<file path="src/rtl/core/rott_pkg.sv">
// ----------------------------------------------------------------------------
// rott_pkg: shared types and codes for the recency-ordered thread table
// Request kinds, result status codes, fixed field widths and the control
// bundle that the top level hands to each cell of the row.
// ----------------------------------------------------------------------------
package rott_pkg;

  // Request kind, carried in tuser
  typedef enum logic {
    MODE_PUSH = 1'b0,
    MODE_READ = 1'b1
  } mode_t;

  // Result status
  typedef enum logic [1:0] {
    ST_OK      = 2'd0,
    ST_DROPPED = 2'd1,
    ST_REFUSED = 2'd2,
    ST_EMPTY   = 2'd3
  } status_t;

  // Fixed field widths of the stream payloads
  localparam int unsigned PORT_KEY_W   = 64;
  localparam int unsigned RANK_W       = 3;
  localparam int unsigned SLOT_W       = 4;
  localparam int unsigned OUT_COUNT_W  = 5;
  localparam int unsigned IN_TDATA_W   = 72;
  localparam int unsigned OUT_TDATA_W  = 80;

  // Per-cell control from the top level
  typedef struct packed {
    logic in_use;       // this rank holds a thread
    logic prev_in_use;  // the rank above holds a thread (always set for rank 0)
    logic rank_sel;     // this rank is the one a read asks for
    logic read;         // current request is a read
    logic commit;       // a push is taken and changes the table this cycle
    logic found;        // the pushed key matched some thread
  } cell_ctl_t;

endpackage

</file>
<file path="src/rtl/core/rott_cell.sv">
// ----------------------------------------------------------------------------
// rott_cell: one rank of the thread table
// Holds one key and its message count, matches the probe key, forwards the
// picked entry toward rank 0 and takes its neighbor's entry on a shift.
// ----------------------------------------------------------------------------
module rott_cell #(
  parameter int unsigned KEY_BITS   = 64,
  parameter int unsigned COUNT_BITS = 5
) (
  input  logic                  clk,
  input  rott_pkg::cell_ctl_t   ctl,
  input  logic [KEY_BITS-1:0]   probe_key,
  // entry from the rank above (new entry for rank 0)
  input  logic [KEY_BITS-1:0]   prev_key,
  input  logic [COUNT_BITS-1:0] prev_count,
  // chain from the deeper ranks
  input  logic                  seen_in,
  input  logic                  pick_any_in,
  input  logic [KEY_BITS-1:0]   pick_key_in,
  input  logic [COUNT_BITS-1:0] pick_count_in,
  // chain toward rank 0
  output logic                  seen_out,
  output logic                  pick_any_out,
  output logic [KEY_BITS-1:0]   pick_key_out,
  output logic [COUNT_BITS-1:0] pick_count_out,
  // stored entry, handed to the rank below on a shift
  output logic [KEY_BITS-1:0]   key,
  output logic [COUNT_BITS-1:0] count
);

  logic hit;
  logic pick;
  logic shift;

  always_comb begin
    hit            = ctl.in_use && (key == probe_key);
    pick           = ctl.read ? (ctl.rank_sel && ctl.in_use) : hit;
    seen_out       = hit | seen_in;
    pick_any_out   = pick | pick_any_in;
    pick_key_out   = pick_key_in | (pick ? key : '0);
    pick_count_out = pick_count_in | (pick ? count : '0);
    // ranks at or above the touched thread move down one place
    shift          = ctl.commit && (ctl.found ? seen_out : ctl.prev_in_use);
  end

  always_ff @(posedge clk) begin
    if (shift) begin
      key   <= prev_key;
      count <= prev_count;
    end
  end

endmodule

</file>
<file path="src/rtl/core/recency_ordered_thread_table.sv">
// ----------------------------------------------------------------------------
// recency_ordered_thread_table: move-to-front table of message threads
// Matches pushed phone keys against a row of cells, counts messages per
// thread and returns rank, body slot and count; reads a thread by rank.
// ----------------------------------------------------------------------------
// Usage:
//   Requests enter on the s_axis channel. tuser selects the kind: push a
//   message (match the key, open or bump the thread, move it to rank 0) or
//   read the thread at query_rank. Every request gives exactly one result on
//   the m_axis channel, carrying status, rank, message slot, direction, key
//   and count; external memory stores the body at the returned slot.
//   The result sits in the output register on the edge after the request
//   is taken. Throughput is one request per cycle while the receiver takes
//   results, set by the compare, pick and shift across the row of THREADS
//   cells (the pick and match chains run through every cell).
//   s_axis_tready is high while the output register is empty or being taken,
//   so a stalled receiver holds one result and stalls the sender after it.
//   Reset empties the table (thread count to zero) and the output register;
//   the cell contents are not cleared, as only ranks in use are ever read.
// ----------------------------------------------------------------------------
module recency_ordered_thread_table #(
  parameter int unsigned THREADS             = 8,
  parameter int unsigned MESSAGES_PER_THREAD = 16,
  parameter int unsigned KEY_BITS            = 64
) (
  input  logic                               clk,
  input  logic                               rst,
  // request channel
  input  logic                               s_axis_tvalid,
  output logic                               s_axis_tready,
  // [63:0] phone_key, [64] direction, [67:65] query_rank, [71:68] zero
  input  logic [rott_pkg::IN_TDATA_W-1:0]    s_axis_tdata,
  // [0] mode
  input  logic [0:0]                         s_axis_tuser,
  // result channel
  output logic                               m_axis_tvalid,
  input  logic                               m_axis_tready,
  // [1:0] status, [4:2] thread_rank, [8:5] message_slot, [9] direction_out,
  // [73:10] thread_key, [78:74] message_count, [79] zero
  output logic [rott_pkg::OUT_TDATA_W-1:0]   m_axis_tdata
);

  localparam int unsigned COUNT_BITS = $clog2(MESSAGES_PER_THREAD + 1);
  localparam int unsigned USED_W     = $clog2(THREADS + 1);

  // Request fields
  logic                          req_read;
  logic [rott_pkg::PORT_KEY_W-1:0] req_key;
  logic                          req_dir;
  logic [rott_pkg::RANK_W-1:0]   req_rank;
  logic [KEY_BITS-1:0]           probe_key;

  // Table occupancy
  logic [USED_W-1:0]             used;
  logic [USED_W-1:0]             used_next;

  // Cell row wiring
  rott_pkg::cell_ctl_t           cell_ctl   [THREADS];
  logic [KEY_BITS-1:0]           cell_key   [THREADS];
  logic [COUNT_BITS-1:0]         cell_count [THREADS];
  logic [KEY_BITS-1:0]           prev_key   [THREADS];
  logic [COUNT_BITS-1:0]         prev_count [THREADS];
  logic                          seen_ch    [THREADS+1];
  logic                          pany_ch    [THREADS+1];
  logic [KEY_BITS-1:0]           pkey_ch    [THREADS+1];
  logic [COUNT_BITS-1:0]         pcount_ch  [THREADS+1];

  // Push decision
  logic                          accept;
  logic                          found;
  logic                          full;
  logic                          refuse;
  logic                          room;
  logic                          commit;
  logic [COUNT_BITS-1:0]         base_count;
  logic [COUNT_BITS-1:0]         new_count;
  logic [COUNT_BITS-1:0]         slot;

  // Output register
  logic                          out_valid;
  rott_pkg::status_t             out_status;
  logic [rott_pkg::RANK_W-1:0]   out_rank;
  logic [rott_pkg::SLOT_W-1:0]   out_slot;
  logic                          out_dir;
  logic [rott_pkg::PORT_KEY_W-1:0] out_key;
  logic [rott_pkg::OUT_COUNT_W-1:0] out_count;
  rott_pkg::status_t             res_status;
  logic [rott_pkg::RANK_W-1:0]   res_rank;
  logic [rott_pkg::SLOT_W-1:0]   res_slot;
  logic                          res_dir;
  logic [rott_pkg::PORT_KEY_W-1:0] res_key;
  logic [rott_pkg::OUT_COUNT_W-1:0] res_count;

  assign req_read  = (rott_pkg::mode_t'(s_axis_tuser[0]) == rott_pkg::MODE_READ);
  assign req_key   = s_axis_tdata[63:0];
  assign req_dir   = s_axis_tdata[64];
  assign req_rank  = s_axis_tdata[67:65];
  assign probe_key = req_key[KEY_BITS-1:0];

  assign s_axis_tready = !out_valid || m_axis_tready;
  assign accept        = s_axis_tvalid && s_axis_tready;

  // Chain ends: nothing seen below the last rank
  assign seen_ch[THREADS]   = 1'b0;
  assign pany_ch[THREADS]   = 1'b0;
  assign pkey_ch[THREADS]   = '0;
  assign pcount_ch[THREADS] = '0;

  // Row of cells, rank 0 at index 0
  for (genvar i = 0; i < THREADS; i++) begin : g_cell
    if (i == 0) begin : g_head
      assign prev_key[i]   = probe_key;
      assign prev_count[i] = new_count;
      assign cell_ctl[i].prev_in_use = 1'b1;
    end else begin : g_body
      assign prev_key[i]   = cell_key[i-1];
      assign prev_count[i] = cell_count[i-1];
      assign cell_ctl[i].prev_in_use = ((i - 1) < int'(used));
    end
    assign cell_ctl[i].in_use   = (i < int'(used));
    assign cell_ctl[i].rank_sel = (int'(req_rank) == i);
    assign cell_ctl[i].read     = req_read;
    assign cell_ctl[i].commit   = commit;
    assign cell_ctl[i].found    = found;

    rott_cell #(
      .KEY_BITS   (KEY_BITS),
      .COUNT_BITS (COUNT_BITS)
    ) u_cell (
      .clk            (clk),
      .ctl            (cell_ctl[i]),
      .probe_key      (probe_key),
      .prev_key       (prev_key[i]),
      .prev_count     (prev_count[i]),
      .seen_in        (seen_ch[i+1]),
      .pick_any_in    (pany_ch[i+1]),
      .pick_key_in    (pkey_ch[i+1]),
      .pick_count_in  (pcount_ch[i+1]),
      .seen_out       (seen_ch[i]),
      .pick_any_out   (pany_ch[i]),
      .pick_key_out   (pkey_ch[i]),
      .pick_count_out (pcount_ch[i]),
      .key            (cell_key[i]),
      .count          (cell_count[i])
    );
  end

  // Push: keys are unique in the table, so at most one cell matches
  always_comb begin
    found      = seen_ch[0];
    full       = (used == USED_W'(THREADS));
    refuse     = !found && full;
    base_count = found ? pcount_ch[0] : '0;
    room       = (base_count < COUNT_BITS'(MESSAGES_PER_THREAD));
    new_count  = room ? COUNT_BITS'(base_count + 1'b1) : base_count;
    slot       = room ? base_count : '0;
    commit     = accept && !req_read && !refuse;
    used_next  = (commit && !found) ? USED_W'(used + 1'b1) : used;
  end

  // Result assembly
  always_comb begin
    if (req_read) begin
      res_status = pany_ch[0] ? rott_pkg::ST_OK : rott_pkg::ST_EMPTY;
      res_rank   = req_rank;
      res_slot   = '0;
      res_dir    = 1'b0;
      res_key    = rott_pkg::PORT_KEY_W'(pkey_ch[0]);
      res_count  = rott_pkg::OUT_COUNT_W'(pcount_ch[0]);
    end else if (refuse) begin
      res_status = rott_pkg::ST_REFUSED;
      res_rank   = '0;
      res_slot   = '0;
      res_dir    = req_dir;
      res_key    = '0;
      res_count  = '0;
    end else begin
      res_status = room ? rott_pkg::ST_OK : rott_pkg::ST_DROPPED;
      res_rank   = '0;
      res_slot   = rott_pkg::SLOT_W'(slot);
      res_dir    = req_dir;
      res_key    = rott_pkg::PORT_KEY_W'(probe_key);
      res_count  = rott_pkg::OUT_COUNT_W'(new_count);
    end
  end

  // Occupancy and output valid
  always_ff @(posedge clk) begin
    if (rst) begin
      used      <= '0;
      out_valid <= 1'b0;
    end else begin
      used <= used_next;
      if (accept) begin
        out_valid <= 1'b1;
      end else if (m_axis_tready) begin
        out_valid <= 1'b0;
      end
    end
  end

  // Result payload: load on accept, hold while stalled
  always_ff @(posedge clk) begin
    if (accept) begin
      out_status <= res_status;
      out_rank   <= res_rank;
      out_slot   <= res_slot;
      out_dir    <= res_dir;
      out_key    <= res_key;
      out_count  <= res_count;
    end
  end

  assign m_axis_tvalid = out_valid;
  assign m_axis_tdata  = {1'b0, out_count, out_key, out_dir, out_slot, out_rank,
                          out_status};

  // Occupancy never runs past the row
  a_used_bound: assert property (@(posedge clk) disable iff (rst)
    used <= USED_W'(THREADS))
    else $error("thread count exceeds table size");

  // Opening a thread adds exactly one to the occupancy
  a_open_grows: assert property (@(posedge clk) disable iff (rst)
    commit && !found |=> used == $past(used) + 1'b1)
    else $error("new thread did not grow occupancy");

  // Refused push and reads leave occupancy alone
  a_no_change: assert property (@(posedge clk) disable iff (rst)
    accept && (req_read || refuse) |=> $stable(used))
    else $error("occupancy changed without a new thread");

  // An empty output register never blocks requests
  a_ready_free: assert property (@(posedge clk) disable iff (rst)
    !out_valid |-> s_axis_tready)
    else $error("request stalled with empty output");

  // A refused push only happens on a full table
  a_refuse_full: assert property (@(posedge clk) disable iff (rst)
    accept && !req_read && refuse |-> used == USED_W'(THREADS))
    else $error("push refused with free rank");

endmodule
</file>
<file path="config.mk">
export PLATFORM = sky130hd
export DESIGN_NAME = recency_ordered_thread_table
export DESIGN_NICKNAME = d
export VERILOG_FILES = /design/src/rtl/core/rott_pkg.sv /design/src/rtl/core/rott_cell.sv /design/src/rtl/core/recency_ordered_thread_table.sv
export SDC_FILE = /design/constraint.sdc
export NUM_CORES = 1
export LEC_CHECK = 0
export ABC_AREA = 1
export BUFFER_PORTS_ARGS = -buffer_cell sky130_fd_sc_hd__buf_4
export CAP_MARGIN = 20
export CORE_ASPECT_RATIO = 1.2
export CORE_UTILIZATION = 40
export CTS_CLUSTER_DIAMETER = 120
export DETAILED_ROUTE_END_ITERATION = 8
export GPL_TIMING_DRIVEN = 1
export PLACE_DENSITY = 0.53
export SLEW_MARGIN = 20
export SYNTH_ARGS = -nofsm -noshare
export SYNTH_HDL_FRONTEND = slang
export SYNTH_HIERARCHICAL = 1
export SYNTH_SLANG_ARGS = --single-unit
</file>
<file path="constraint.sdc">
create_clock -name clk -period 6.9 [get_ports clk]
set_input_delay 1.38 -clock clk [delete_from_list [all_inputs] [get_ports clk]]
set_output_delay 1.38 -clock clk [all_outputs]
set_load 0.01 [all_outputs]
</file>
---- Word level (Yosys, flattened, before mapping) ----
Cells that the tools add are included.
Widths: inputs -> output; s select.
cells by class
  add/subtract/negate cells ............... 2
  $lt $le $gt $ge ......................... 9
  eq/ne operators ......................... 16
  mux-type cells .......................... 43
  bitwise gates (word level) .............. 29
  reductions and logical operators ........ 36
operators with widths
  cell                 number
  $mux 64              10
  $eq 64x64->1         8
  $or 64x64->64        7
  $mux 5               12
  $or 5x5->5           7
  $logic_and 1x1->1    28
  $mux 1               18
  $lt 3x4->1 const A   4
  $or 1x1->1           14
  $eq 3x3->1 const B   4
  $lt 1x4->1 const A   2
  $lt 2x4->1 const A   2
  $eq 3x2->1 const B   2
  $mux 2               3
  $add 5x1->5 const B  1
  $lt 5x5->1 const B   1
  $add 4x1->4 const B  1
  $eq 4x4->1 const B   1
  $logic_not 1->1      4
  $eq 3x1->1 const B   1
  $logic_not 3->1      1
  $reduce_or 3->1      1
  $reduce_bool 2->1    1
  $logic_or 1x1->1     1
  $not 1->1            1
storage, ports and cells
  bits in registers ....................... 636
  output and inout bits ................... 82

---- Depth between registers and ports, before layout ----
  depth in word-level cells ............... 16
  depth in mapped cells ................... 34

---- By module ----
Netlist, hierarchy kept.
by module, submodules not included
  module                        instances  cells each  area an instance (µm²)  sequential area each (µm²)
  rott_cell                     8          599         4327.9                  2072.0
  recency_ordered_thread_table  1          286         3693.5                  2472.4

---- Least setup slack after synthesis ----
OpenSTA, ideal clock, no wires.
  path type ............................... input to register
  start ................................... input port s_axis_tvalid
  end ..................................... register used[0]
  library setup time ...................... 124 ps
  arrival time ............................ 6216 ps
  path slack .............................. 560 ps
  stages on the path ...................... 5
  cell sequence ........................... inv_1 a21oi_1 nand4_1 nand2_1 a21oi_1
between the ends
  cells in the longest elaborated chain, start to end .. 4
RTL lines
  element                         RTL line                             RTL
  start, declared                 recency_ordered_thread_table.sv:29   input logic s_axis_tvalid,
  $logic_and 1x1->1               recency_ordered_thread_table.sv:101  assign accept = s_axis_tvalid && s_axis_tready;
  named net accept                recency_ordered_thread_table.sv:69   logic accept;
  $logic_and 1x1->1 (2 in a row)  recency_ordered_thread_table.sv:157  commit = accept && !req_read && !refuse;
  $logic_and 1x1->1               recency_ordered_thread_table.sv:158  used_next = (commit && !found) ? USED_W'(used + 1'b1) : used;
  end signal, assigned            recency_ordered_thread_table.sv:193  used <= used_next;
  end, declared                   recency_ordered_thread_table.sv:54   logic [USED_W-1:0] used;
The timed path passes the listed nets, and every way through them passes these cells.
A chain may end at the register's enable or synchronous reset.

==> flow_summary.toml <==
[synth]
synth_area_sq_mm = 0.0383
adder_cell_share_of_the_synthesized_area = 0.00131
synth-simple-area-share = 0.291
synth_top_flop_cell = "edfxtp_1"
number_of_register_bits_inferred_by_synthesis = 636
synth-async-reset-ratio = 0
xor_xnor_fraction_of_synth_area = 0.0151
synth.mux.area_fraction = 0
yosys.cell_count.top_type = "nand2_1"
yosys_top_cell_by_area = "edfxtp_1"
synth_top_cells_by_count = "nand2_1 (1700), inv_1 (1285), edfxtp_1 (631)"
yosysUniqueCellTypes = 27
synth-warning-count = 6
syn_area_per_cell_sq_um = 7.55
synth_edf_count = 631
synth_compound_gate_area_share = 0.0437
synth_largest_type_area_fraction = 0.495
ys_top_cells_by_area = "edfxtp_1 (49%), nand2_1 (17%), inv_1 (13%)"
synth_top_family_by_area = "simple AND/OR/NAND/NOR gates"
synth_sequential_area_ratio = 0.497
synthCells = 5078

[pwr]
combPwrFrac = 0.121
power_frac_seq = 0.479
power.switching_mw = 2.44
power_density_relative_to_cell_area_mw_per_mm2 = 216
internal-power_mw = 6.84
power.share.clock = 0.400
vdd_drop_max_mv = 0.158
net_switching_share_of_the_total_power = 0.263
leakage_nw = 21.9
report.power.total_mw = 9.28

[clock_network]
clk_root_buffer_cell = "clkbuf_16"
clock_sink_count = 636
clkTransAtPathRegs_ns = 0.06
cts-buffers-inserted = 72
cts-hold-fix-buffers = 0
cts_tree = "built"
clock_tree.buffer_depth = 3
htreeDepth = 3
clock_network_latency_to_the_later_pin_of_the_worst_skew_pair_ns = 0.63
post_cts_setup_repair_buffer_count = 0
cts_resized = 0

[layout]
fin_cells = 6591
drive_gt1_frac = 0.0683
area_growth_pct = 12.1
layout.cell_area.non_filler_sq_mm = 0.0429
num-nets-final = 5357
final_core_util = 0.451
antenna_cells_inserted = 0

[worst_setup_path]
critPathArrivalTime_ns = 5.31
timing.setup.critical_path_class = "in -> reg"
cp_common_cell = "nand2_1"
reg2reg_to = "g_cell[0].u_cell/key[50]"
critical_path.startpoint_type = "input pin"
worst-path-max-fanout = 49
crit_path_top_delay_cell = "clkinv_2"
timing.critical_path.to_type = "register"
register_to_register_setup_slack_ns = 1.98
crit_path_max_incr_delay_ns = 0.34
r2r_cells = 28
worstReg2RegStart = "used[1]"
cp_data_required_time_ns = 7.19

[route]
avgRoutedWirePerCell_um = 17.1
drtAntennaViolNets = 0
detailedRoute.firstIterationViolations = 2853
postRouteWirelength_um = 113000
dr_wl_met3_um = 6060
m1WireLength_um = 57300
drt_pass1_iterations = 6
post_drt_via_cell_ratio = 4.62
dr.max_layer_used = "met4"
met2RoutedLength_um = 46900
drc = 0
detailroute.via_count = 30422

[timing]
final-setup-viol-count = 0
max_freq_mhz = 199
holdWs_ns = 0.450
slew_viol_final = 0
final_worst_setup_slack_ns = 1.89
final.period_utilization = 0.727
maxSlewHeadroom = 0.365
layout_min_cycle_time_ns = 5.01
worst_slew_pin_slew_ns = 0.942
rsz0062_at_grt = "no"
timing.final.hold_violations = 0
totalNegativeSetupSlack_ns = 0
largest_clock_skew_in_the_final_design_ns = 0.0323

[run_status]
outcome = "finished, final reports clean"

[job]
drv_cap = 0

[floorplanning]
dieArea_sq_mm = 0.0970
io_pins = 159
initial_cell_density_of_the_core = 0.403
core_area_sq_mm = 0.0951
die-height_um = 341
fp.dieW_um = 285
rows = 124

[grt]
grt_max_degree = 71
grt_pass1_vias = 28018
number_of_antenna_violations_at_the_first_check_in_global_routing = 0
global_route.usage.total = 0.232
overflow_left_after_global_routing = 0
global_route_wire_length_before_repair_um = 172000

[placement]
dpl.hpwl_um = 84000
minimum_setup_slack_after_placement_ns = 1.27
place.port_buffers = 153
dpl-instance-area_sq_mm = 0.0407
finalWeightedCongestion = 0.876
placed_cells = 6462

[min_path]
hold_start = "g_cell[5].u_cell/count[4]"
min_path_type = "reg -> reg"
whs_endpoint = "g_cell[6].u_cell/count[4]"
hold_path_depth = 0
[registers in the layout, indices dropped and copies added, names as in the netlist]
name / flops
out_slot: 4
out_key: 64
out_status: 2
m_axis_tvalid: 1
used: 4
out_count: 5
g_cell.u_cell/count: 40
g_cell.u_cell/key: 512
out_dir: 1
out_rank: 3
[final cells by class]
| type | count | area, sq um |
|---|---|---|
| clock buffers | 93 | 1970 |
| inverters | 1288 | 4840 |
| multi-input cells | 3096 | 13800 |
| flip-flops and latches | 636 | 19000 |
| fillers | 9524 | 52200 |
| clock inverters | 36 | 262 |
| well taps | 1260 | 1580 |
| repair buffers | 182 | 1480 |
[metal layers]
layer	vias up	global-route usage
li1	15820	-
met1	13634	0.358
met2	851	0.340
met3	117	0.0223
met4	0	0.0688
met5	-	0
[cell usage in the layout, fill, tap and decap left out, types with 4 or more instances in the layout]
cell type  instances
nand2_1         1692
nand3_2           56
nand2_2            7
clkinv_2          21
conb_1            73
clkinv_1          15
o21ai_1           24
edfxtp_1         631
nor2_1           366
o22ai_1            8
dfxtp_1            5
ha_1               4
clkbuf_1          17
nand2_4            9
o21ai_0          156
nor3_1            16
nand3_1          528
a22o_1            64
buf_4            173
o211ai_1           8
a21oi_1            6
buf_12             9
clkbuf_16         76
xnor2_1           64
inv_1           1277
o21a_1             8
[power groups by stage]
| stage | Sequential, mW | Clock [mW] | Combinational [mW] |
|---|---|---|---|
| after floorplan | 4.53 | 0 | 0.681 |
| after global placement | 4.52 | 0 | 1.11 |
| after detailed placement | 4.53 | 0 | 1.11 |
| after CTS | 4.45 | 3.80 | 1.12 |
| after global routing | 4.46 | 3.92 | 1.26 |
| final | 4.45 | 3.71 | 1.12 |
[worst max-delay path by stage]
stage,from,end,slack [ns],cells after the start
after floorplan,s_axis_tvalid,used[0],0.56,5
after global placement,s_axis_tdata[16],g_cell[6].u_cell/key[32],1.30,34
after detailed placement,s_axis_tdata[16],g_cell[0].u_cell/key[61],1.27,34
after CTS,s_axis_tdata[16],g_cell[0].u_cell/key[50],1.93,34
after global routing,s_axis_tdata[16],g_cell[0].u_cell/key[50],1.49,34
final,s_axis_tdata[16],g_cell[0].u_cell/key[50],1.89,34
[critical path: cells and delay by family]
family | cells | cell delay [ns]
compound gates | 1 | 0.14
buf+inv | 13 | 1.71
simple gates | 20 | 1.99
[cells by family after synthesis]
logic type / after synthesis
adders and majority gates: 4
and+or+nand+nor: 2677
buffers and inverters: 1417
DFF: 636
AOI/OAI and AO/OA: 276
other: 2
xor gates and xnor gates: 66
No activity file was read; power rests on OpenSTA's default activity.
